**src/mlm_pkg.sv**
```systemverilog
// Package for the mutex lock manager: request/response payload types,
// operation and status codes, controller command struct. No dependencies.
`default_nettype none

package mlm_pkg;

  // Default sizes
  localparam int DEF_NUM_MUTEXES = 64;
  localparam int DEF_NUM_THREADS = 64;

  // Operation codes
  localparam logic [1:0] OP_CREATE  = 2'd0;
  localparam logic [1:0] OP_LOCK    = 2'd1;
  localparam logic [1:0] OP_UNLOCK  = 2'd2;
  localparam logic [1:0] OP_DESTROY = 2'd3;

  // Status codes
  localparam logic [2:0] ST_OK        = 3'd0;
  localparam logic [2:0] ST_FULL      = 3'd1;
  localparam logic [2:0] ST_INVALID   = 3'd2;
  localparam logic [2:0] ST_NOT_OWNER = 3'd3;
  localparam logic [2:0] ST_BUSY      = 3'd4;

  typedef struct packed {
    logic [1:0] operation;
    logic [5:0] mutex_num;
    logic [5:0] thread_id;
  } req_t;

  typedef struct packed {
    logic [2:0] status;
    logic       granted;
    logic [5:0] new_mutex_id;
    logic       wake_valid;
    logic [5:0] wake_thread;
  } rsp_t;

  // Controller to datapath commands
  typedef struct packed {
    logic load;    // capture request, read table entry
    logic commit;  // write back entry, load response register
  } cmd_t;

endpackage

`default_nettype wire

```
**src/mlm_ctrl.sv**
```systemverilog
// Controller for the mutex lock manager: two-state sequencer and response valid.
// Depends on mlm_pkg.
`default_nettype none

module mlm_ctrl
  import mlm_pkg::*;
(
  input  wire logic clk,
  input  wire logic rst,
  input  wire logic req_valid,
  output logic      req_ready,
  output logic      rsp_valid,
  input  wire logic rsp_ready,
  output cmd_t      cmd
);

  localparam logic S_IDLE = 1'b0;
  localparam logic S_EXEC = 1'b1;

  logic state;
  logic state_next;
  logic rsp_valid_next;

  assign req_ready = (state == S_IDLE);

  // Decode commands from state and handshakes
  always_comb begin
    cmd.load   = (state == S_IDLE) && req_valid;
    cmd.commit = (state == S_EXEC) && (!rsp_valid || rsp_ready);
  end

  // Advance state, hold in EXEC while the response slot is occupied and not being taken
  always_comb begin
    state_next = state;
    case (state)
      S_IDLE: begin
        if (cmd.load) state_next = S_EXEC;
      end
      S_EXEC: begin
        if (cmd.commit) state_next = S_IDLE;
      end
      default: state_next = S_IDLE;
    endcase
  end

  // Set on commit, drop when taken
  always_comb begin
    rsp_valid_next = rsp_valid;
    if (cmd.commit) rsp_valid_next = 1'b1;
    else if (rsp_ready) rsp_valid_next = 1'b0;
  end

  always_ff @(posedge clk) begin
    if (rst) begin
      state     <= S_IDLE;
      rsp_valid <= 1'b0;
    end else begin
      state     <= state_next;
      rsp_valid <= rsp_valid_next;
    end
  end

endmodule

`default_nettype wire

```
**src/mlm_datapath.sv**
```systemverilog
// Datapath for the mutex lock manager: mutex table memory, allocation count,
// request register, entry update logic and response register. Depends on mlm_pkg.
`default_nettype none

module mlm_datapath
  import mlm_pkg::*;
#(
  parameter int NUM_MUTEXES = DEF_NUM_MUTEXES,
  parameter int NUM_THREADS = DEF_NUM_THREADS
) (
  input  wire logic clk,
  input  wire logic rst,
  input  wire cmd_t cmd,
  input  wire req_t req,
  output rsp_t      rsp
);

  localparam int IDX_W = $clog2(NUM_MUTEXES);
  localparam int CNT_W = $clog2(NUM_MUTEXES + 1);
  // Entry layout: live, owned, owner[5:0], waiters[NUM_THREADS-1:0]
  localparam int ENT_W = NUM_THREADS + 8;
  localparam int LIVE_B = NUM_THREADS + 7;
  localparam int OWN_B  = NUM_THREADS + 6;
  localparam int OWNR_L = NUM_THREADS;

  logic [ENT_W-1:0] table_mem [NUM_MUTEXES];
  logic [ENT_W-1:0] rdata;
  req_t             req_q;
  logic [CNT_W-1:0] count;

  logic [IDX_W-1:0]       waddr;
  logic [ENT_W-1:0]       wdata;
  logic                   wr_en;
  logic                   bump;
  rsp_t                   rsp_next;
  logic [NUM_THREADS-1:0] tbit;
  logic [NUM_THREADS-1:0] waiters;
  logic                   live;
  logic                   owned;
  logic [5:0]             owner;
  logic                   usable;
  logic                   wfound;
  logic [5:0]             wlow;

  assign live    = rdata[LIVE_B];
  assign owned   = rdata[OWN_B];
  assign owner   = rdata[OWNR_L +: 6];
  assign waiters = rdata[NUM_THREADS-1:0];
  assign usable  = (32'(req_q.mutex_num) < 32'(count)) && live;

  // One-hot bit of the requesting thread, empty when out of range
  always_comb begin
    for (int i = 0; i < NUM_THREADS; i++) begin
      tbit[i] = (32'(req_q.thread_id) == i);
    end
  end

  // Find the lowest-numbered waiter
  always_comb begin
    wfound = 1'b0;
    wlow   = '0;
    for (int i = NUM_THREADS - 1; i >= 0; i--) begin
      if (waiters[i]) begin
        wfound = 1'b1;
        wlow   = 6'(i);
      end
    end
  end

  // Work out the entry update and the response
  always_comb begin
    rsp_next = '0;
    rsp_next.status = ST_OK;
    wr_en = 1'b0;
    bump  = 1'b0;
    waddr = IDX_W'(req_q.mutex_num);
    wdata = rdata;
    if (req_q.operation == OP_CREATE) begin
      if (count >= CNT_W'(NUM_MUTEXES)) begin
        rsp_next.status = ST_FULL;
      end else begin
        wr_en = 1'b1;
        bump  = 1'b1;
        waddr = IDX_W'(count);
        wdata = '0;
        wdata[LIVE_B] = 1'b1;
        rsp_next.new_mutex_id = 6'(count);
      end
    end else if (!usable) begin
      rsp_next.status = ST_INVALID;
    end else begin
      case (req_q.operation)
        OP_LOCK: begin
          wr_en = 1'b1;
          if (!owned || owner == req_q.thread_id) begin
            wdata[OWN_B] = 1'b1;
            wdata[OWNR_L +: 6] = req_q.thread_id;
            wdata[NUM_THREADS-1:0] = waiters & ~tbit;
            rsp_next.granted = 1'b1;
          end else begin
            wdata[NUM_THREADS-1:0] = waiters | tbit;
          end
        end
        OP_UNLOCK: begin
          if (!owned || owner != req_q.thread_id) begin
            rsp_next.status = ST_NOT_OWNER;
          end else begin
            wr_en = 1'b1;
            wdata[OWN_B] = 1'b0;
            wdata[OWNR_L +: 6] = '0;
            rsp_next.wake_valid  = wfound;
            rsp_next.wake_thread = wlow;
          end
        end
        OP_DESTROY: begin
          if (owned) begin
            rsp_next.status = ST_BUSY;
          end else begin
            wr_en = 1'b1;
            wdata[LIVE_B] = 1'b0;
            wdata[NUM_THREADS-1:0] = '0;
          end
        end
        default: rsp_next.status = ST_INVALID;
      endcase
    end
  end

  // Capture the request and read its entry
  always_ff @(posedge clk) begin
    if (cmd.load) begin
      req_q <= req;
      rdata <= table_mem[IDX_W'(req.mutex_num)];
    end
  end

  // Write back the entry
  always_ff @(posedge clk) begin
    if (cmd.commit && wr_en) table_mem[waddr] <= wdata;
  end

  // Load the response register
  always_ff @(posedge clk) begin
    if (cmd.commit) rsp <= rsp_next;
  end

  // Advance the allocation count
  always_ff @(posedge clk) begin
    if (rst) begin
      count <= '0;
    end else if (cmd.commit && bump) begin
      count <= count + CNT_W'(1);
    end
  end

endmodule

`default_nettype wire

```
**src/mutex_lock_manager_unit.sv**
```systemverilog
// Channel   Signals                         Payload
// request   req_valid / req_ready / req     req_t: operation, mutex_num, thread_id
// response  rsp_valid / rsp_ready / rsp     rsp_t: status, granted, new_mutex_id,
//                                                  wake_valid, wake_thread
//
// Each request is handled as a load step, which reads its table entry from the single
// memory port, then a commit step, which updates the entry and loads the response register.
// A new request is taken while the previous response still waits; a held
// response stalls only the commit of the next request.
// Reset clears the allocation count and the control state; table entries are
// written by create before they can be used, so no clearing pass is needed.
// Top level: joins controller and datapath. Depends on mlm_pkg, mlm_ctrl,
// mlm_datapath.
`default_nettype none

module mutex_lock_manager_unit
  import mlm_pkg::*;
#(
  parameter int NUM_MUTEXES = DEF_NUM_MUTEXES,
  parameter int NUM_THREADS = DEF_NUM_THREADS
) (
  input  wire logic clk,
  input  wire logic rst,
  input  wire logic req_valid,
  output logic      req_ready,
  input  wire req_t req,
  output logic      rsp_valid,
  input  wire logic rsp_ready,
  output rsp_t      rsp
);

  cmd_t cmd;

  mlm_ctrl u_ctrl (
    .clk       (clk),
    .rst       (rst),
    .req_valid (req_valid),
    .req_ready (req_ready),
    .rsp_valid (rsp_valid),
    .rsp_ready (rsp_ready),
    .cmd       (cmd)
  );

  mlm_datapath #(
    .NUM_MUTEXES (NUM_MUTEXES),
    .NUM_THREADS (NUM_THREADS)
  ) u_datapath (
    .clk (clk),
    .rst (rst),
    .cmd (cmd),
    .req (req),
    .rsp (rsp)
  );

endmodule

`default_nettype wire

```
**config.mk**
```make
export PLATFORM = sky130hd
export DESIGN_NAME = mutex_lock_manager_unit
export DESIGN_NICKNAME = d
export VERILOG_FILES = /design/src/mlm_pkg.sv /design/src/mlm_ctrl.sv /design/src/mlm_datapath.sv /design/src/mutex_lock_manager_unit.sv
export SDC_FILE = /design/constraint.sdc
export NUM_CORES = 2
export LEC_CHECK = 0
export BUFFER_PORTS_ARGS = -buffer_cell sky130_fd_sc_hd__buf_2
export CORE_MARGIN = 2
export CORE_UTILIZATION = 59
export CTS_BUF_LIST = sky130_fd_sc_hd__clkbuf_8
export CTS_CLUSTER_DIAMETER = 150
export DETAILED_ROUTE_END_ITERATION = 16
export PLACE_DENSITY = 0.78
export RECOVER_POWER = 100
export SYNTH_ARGS = -nofsm -noshare
export SYNTH_HDL_FRONTEND = slang
export SYNTH_MEMORY_MAX_BITS = 65536
export SYNTH_SLANG_ARGS = --single-unit
```
**constraint.sdc**
```tcl
create_clock -name clk -period 11.8 [get_ports clk]
set_input_delay 2.36 -clock clk [delete_from_list [all_inputs] [get_ports clk]]
set_output_delay 2.36 -clock clk [all_outputs]
set_load 0.005 [all_outputs]
```
---- Word level (Yosys, flattened, before mapping) ----
Memories as Yosys holds them, arrays and structs flattened. A register that Yosys moved wholly into a read port is not among the register bits.
Cells that the tools add are included.
storage, ports and cells
  register bits after elaboration ......... 40
  memory bits (writable) .................. 4,608
  logic and storage cells ................. 279
  memories ................................ 1
memories
  memory                words  bits a word  rd ports  clocked after memory_dff  wr ports  RTL line            source
  u_datapath.table_mem  64     72           1         1                         1         mlm_datapath.sv:26  logic [ENT_W-1:0] table_mem [NUM_MUTEXES];
operators by class
  add/subtract/negate cells ............... 1
  magnitude comparators ................... 2
  equality and inequality tests ........... 68
  mux-type cells .......................... 161
  bitwise operators ....................... 8
  reductions and logical operators ........ 22
operators with widths
  operator             number
  $mux 72              3
  $mux 6               34
  $eq 6x6->1 const B   32
  $mux 64              2
  $pmux 64 s2          1
  $eq 6x5->1 const B   16
  $mux 1               81
  $mux 5               16
  $and 64x64->64       1
  $not 64->64          1
  $or 64x64->64        1
  $eq 6x4->1 const B   8
  $reduce_or 36->1     1
  $mux 4               8
  $eq 6x3->1 const B   4
  $mux 3               7
  $reduce_or 20->1     1
  $mux 7               2
  $pmux 7 s2           1
  $eq 6x2->1 const B   2
  $reduce_or 12->1     1
  $pmux 3 s3           1
  $reduce_or 8->1      1
  $add 7x1->7 const B  1
  other kinds (22)     36

---- Depth between registers and ports, before layout ----
  word-level depth ........................ 64
  gate-level depth with buffers ........... 10

---- Modules after synthesis ----
A second synthesis with hierarchy kept.
second synthesis, totals
  cells, all modules ...................... 7,822
  area, all modules ....................... 179,173.1 um^2
by module, submodules not included
  module        times used  cells an instance  area each (um^2)
  mlm_datapath  1           7,812              179,078.0
  mlm_ctrl      1           10                 95.1

---- Least setup slack after synthesis ----
Ideal clock, no wire load.
  path type ............................... input port to flip-flop
  start ................................... input port rsp_ready
  end ..................................... memory u_datapath.table_mem[49][0] (netlist bit), enable pin
  setup time .............................. 0.679 ns
  arrival ................................. 10.590 ns
  required time ........................... 11.121 ns
  slack ................................... 0.531 ns
  cell stages on the path ................. 6
  cells stage by stage .................... nand2b_1 > and2_1 > o31ai_1 > a21oi_1 > nand2_1 > nor4_1
RTL lines
  what         RTL line                       source
  from (decl)  mutex_lock_manager_unit.sv:28  input wire logic rsp_ready,
  to (decl)    mlm_datapath.sv:26

---- Final worst setup path ----
  start ................................... register u_datapath.req_q[13] (netlist bit)
  end ..................................... memory u_datapath.table_mem[24][13] (netlist bit), enable pin
on the way
  cells in the longest elaborated chain, start to end .. 7
  elaborated cells between the ends (all ways) .. 11
RTL lines
  what                                      RTL line             source
  from (decl)                               mlm_datapath.sv:28   req_t req_q;
  from (signal assigned)                    mlm_datapath.sv:132  req_q <= req;
  $eq 2x2->1 or $eq 2x1->1 (tied branches)  mlm_datapath.sv:92   case (req_q.operation)
  $pmux 1 s3                                mlm_datapath.sv:92
  $mux 1                                    mlm_datapath.sv:89   end else if (!usable) begin
  $mux 1                                    mlm_datapath.sv:78   if (req_q.operation == OP_CREATE) begin
  $logic_and 1x1->1                         mlm_datapath.sv:139  if (cmd.commit && wr_en) table_mem[waddr] <= wdata;
  $mux 1                                    mlm_datapath.sv:139
  $mux 1 (not written as such)              mlm_datapath.sv:139
Several ways; a longest one is shown, not always the timed one.

==> impl_results.rst <==
.. list-table::
   :header-rows: 1

   * - Metric
     - Value
   * - Outcome
     - finished, violations left
   * - Violated checks
     - max-capacitance violations, max-slew violations
   * - Setup repair after global routing missed its margin
     - false
   * - Asr flop ratio synth
     - 0%
   * - Seq. cell area
     - 142000 um^2
   * - Number of remaining DRC errors
     - 0
   * - Leading cell type in the layout, fill and taps excluded
     - edfxtp_1
   * - Complex-gate fraction of the synthesized area
     - 4.17%
   * - Area Growth Syn to Fin
     - 10.3%
   * - Wire per inst
     - 37.6 um
   * - Hold_buf cts
     - 0
   * - Final hold slack
     - 0.528 ns
   * - Max-slew violation count
     - 8065
   * - Crit Path Max Fanout
     - 35
   * - Adder-Cell Fraction of Synth Area
     - 0.0836%
   * - VDD IR-drop max
     - 0.0975 mV
   * - Final worst path period need
     - 9.11 ns
   * - Pin count of the biggest net entering global routing
     - 130
   * - Synth area leaders
     - edfxtp_1 (79%), mux4_2 (14%), a22oi_1 (1.2%)
   * - Post-Syn Nets
     - 7918
   * - Type of element capturing the critical path
     - flop
   * - Crit Path Category
     - flop to flop
   * - Cell Area, Synth
     - 180000 um^2
   * - DR iter-0 viols
     - 16634
   * - Global-route usage over all layers
     - 31.6%
   * - Simple-gate share of the synthesized area
     - 1.19%
   * - Buffer count from post-CTS setup fixing
     - 0
   * - Average size of a mapped cell
     - 22.8 um^2
   * - Total of max-cap violations
     - 192
   * - Warnings, synthesis
     - 0
   * - Hold Vio Cnt, Final
     - 0
   * - Final core utilization
     - 65.4%
   * - H-tree level count
     - 6
   * - Global route total overflow
     - 0
   * - Actual transition at the worst max-transition pin
     - 5.84 ns
   * - Gate count after technology mapping
     - 7888
   * - Number of routed nets with antenna violations
     - 0
   * - Hold/Removal Path Class
     - flop to flop
   * - TritonCTS clock tree
     - yes
   * - Multiplexer fraction of the synthesized cell area
     - 14.4%
   * - Post_cts resized
     - 0
   * - Detailed placer's ending HPWL
     - 249000 um
   * - Insertion delay of the later-clocked pin in the worst-skew pair
     - 1.13 ns
   * - Most used flip-flop cell after synthesis
     - edfxtp_1
   * - Synth cell types
     - 69
   * - Drt via density
     - 7.19
   * - Leakage component of the power
     - 0.0616 uW
   * - Maximum count of clock buffers along a single path
     - 4
   * - Overall via count from detail_route
     - 93453
   * - Die Outline Area
     - 309000 um^2
   * - Number of primary I/O pins
     - 37
   * - Number of nets in the layout
     - 8488
   * - Xor and xnor fraction of the mapped netlist area
     - 0.0488%
   * - Worst path arrival time
     - 9.67 ns
   * - Number of detailed-route iterations in the first pass
     - 9
   * - Portion of the post-synthesis area used by sequential elements
     - 78.9%
   * - Die boundary height
     - 556 um
   * - Largest family of logic cells by synthesized area
     - multiplexers
   * - First-pass GRT wire length
     - 683000 um
   * - Placeable core region
     - 303000 um^2
   * - Peak Freq
     - 110 MHz
   * - Routability-driven placement congestion ratio
     - 0.918
   * - Number of fillers in the final layout
     - 18318
   * - Starting utilization of the core area
     - 59.3%
   * - Total detailed-routing wirelength
     - 489000 um
   * - Core Rows
     - 202
   * - Critical Path Source Type
     - flop
   * - Sinks on the clock net
     - 4720
   * - Num CTS Buffers
     - 697
   * - Final design instance area without fill
     - 198000 um^2
   * - Initial antenna violation count
     - 7
   * - Cell taking the most area after synthesis
     - edfxtp_1
   * - Share of the clock period used by the worst path
     - 77.2%
   * - Multi-input gate area
     - 36300 um^2
   * - Worst path required time
     - 12.37 ns
   * - Quantity of I/O buffers inserted on ports
     - 36
   * - Fraction of post-synthesis cell area in the top cell type by area
     - 78.8%
   * - Count of flip-flops with a built-in enable after synthesis
     - 4711
   * - Max-slew headroom at the worst pin
     - -294%
   * - Power per unit of standard cell area
     - 168 nW/um^2
   * - Aggregate negative setup slack
     - 0 ns
   * - Fraction of final layout cells sized beyond drive strength 1
     - 24.4%
   * - Post-DP Area
     - 187000 um^2
   * - Width of the chip
     - 556 um
   * - Commonest cells after routing, fill and taps aside
     - edfxtp_1 (4711), mux4_2 (1152), clkbuf_8 (704)
   * - Vias in the first global route
     - 93077
   * - Clock slew seen by the registers of the worst setup and hold paths
     - 0.06 ns
   * - # setup viols final
     - 0
   * - Register bit count reported by yosys
     - 4720
   * - Clock root buffer
     - clkbuf_8
   * - Setup clock skew after layout
     - 0.0963 ns
-- where the power goes --
group	internal, uW	total [uW]	switching (uW)
Sequential	18900	19000	93.8
Clock	6200	12500	6260
Combinational	546	1790	1240
-- path summary, 6_finish.rpt --
kind	from	end	slack, ns	cells after the start
setup / recovery	u_datapath.req_q[13]	u_datapath.table_mem[24][13]	2.69	10
hold / removal	u_ctrl.rsp_valid	u_ctrl.rsp_valid	0.53	2
setup reg to reg	u_datapath.req_q[13]	u_datapath.table_mem[24][13]	2.69	10
hold reg to reg	u_ctrl.rsp_valid	u_ctrl.rsp_valid	0.53	2
-- critical path, cell delays in order (launching register included) --
cell and delay [ns]:
edfxtp_1 0.64, inv_1 0.13, ha_1 0.31, nand2b_1 0.10
clkbuf_1 1.32, a21oi_1 0.61, nor2_1 0.59, nand2_1 0.16
nor3_1 0.82, clkbuf_1 0.95, clkbuf_1 2.83
-- cells in the mapped netlist, drive strengths merged, types with 4 or more instances --
library cell     n
xnor2            4
xor2             6
buf            192
o221ai          72
dfxtp            9
nand3           35
nand4            8
nand2b          11
nor2           236
a221oi         146
o211ai          11
clkbuf         274
nand2           59
o21ai          135
and2             7
nor3            36
inv             28
a22o           149
a31oi           25
nor2b            8
a21oi          172
o31ai            6
ha              12
a21o             4
nor4            46
a22oi          288
edfxtp        4711
mux4          1152
a2111oi          4
-- sequential cells by signal (all words and copies together) (netlist names) --
name and count:
u_datapath.rsp 17, u_datapath.table_mem 4608, u_datapath.req_q 14, u_ctrl.state 1
u_datapath.rdata 72, u_datapath.count 7, u_ctrl.rsp_valid 1
-- per-layer routing --
metal / vias up / wire length (um) / GRT usage (%)
met5: - / 0 / 0
met4: 0 / 27100 / 15.2
met3: 1448 / 71200 / 8.73
met2: 8531 / 230000 / 48.8
met1: 48050 / 160000 / 42.1
li1: 35424 / - / -
-- kinds of logic after synthesis --
group,after synthesis
multiplexers,1153
buffers and inverters,494
adder cells (fa/ha/maj),12
AND/OR/NAND/NOR,466
AO/OA/AOI/OAI,1033
XOR/XNOR,10
flip-flops,4720
-- stage by stage --
step                      worst slack, ns  instances  power, uW
after global routing                 2.75      12990      34100
final                                2.69      12995      33200
after floorplan                     0.531       7888      20400
after detailed placement             4.85      11731      21000
after CTS                            5.97      12980      33200
after global placement               4.84      11731      21000
-- layout make-up --
| class | count | share of cell area [%] |
|---|---|---|
| Timing Repair Buffer | 337 | 1.05 |
| Inverter | 28 | 0.0531 |
| Multi-Input combinational cell | 2674 | 18.3 |
| Tap cell | 3978 | 2.51 |
| Clock buffer | 704 | 4.89 |
| Sequential cell | 4720 | 71.5 |
| Antenna cell | 9 | 0.0114 |
| Clock inverter | 545 | 1.66 |
No activity file was read; power rests on OpenSTA's default activity.
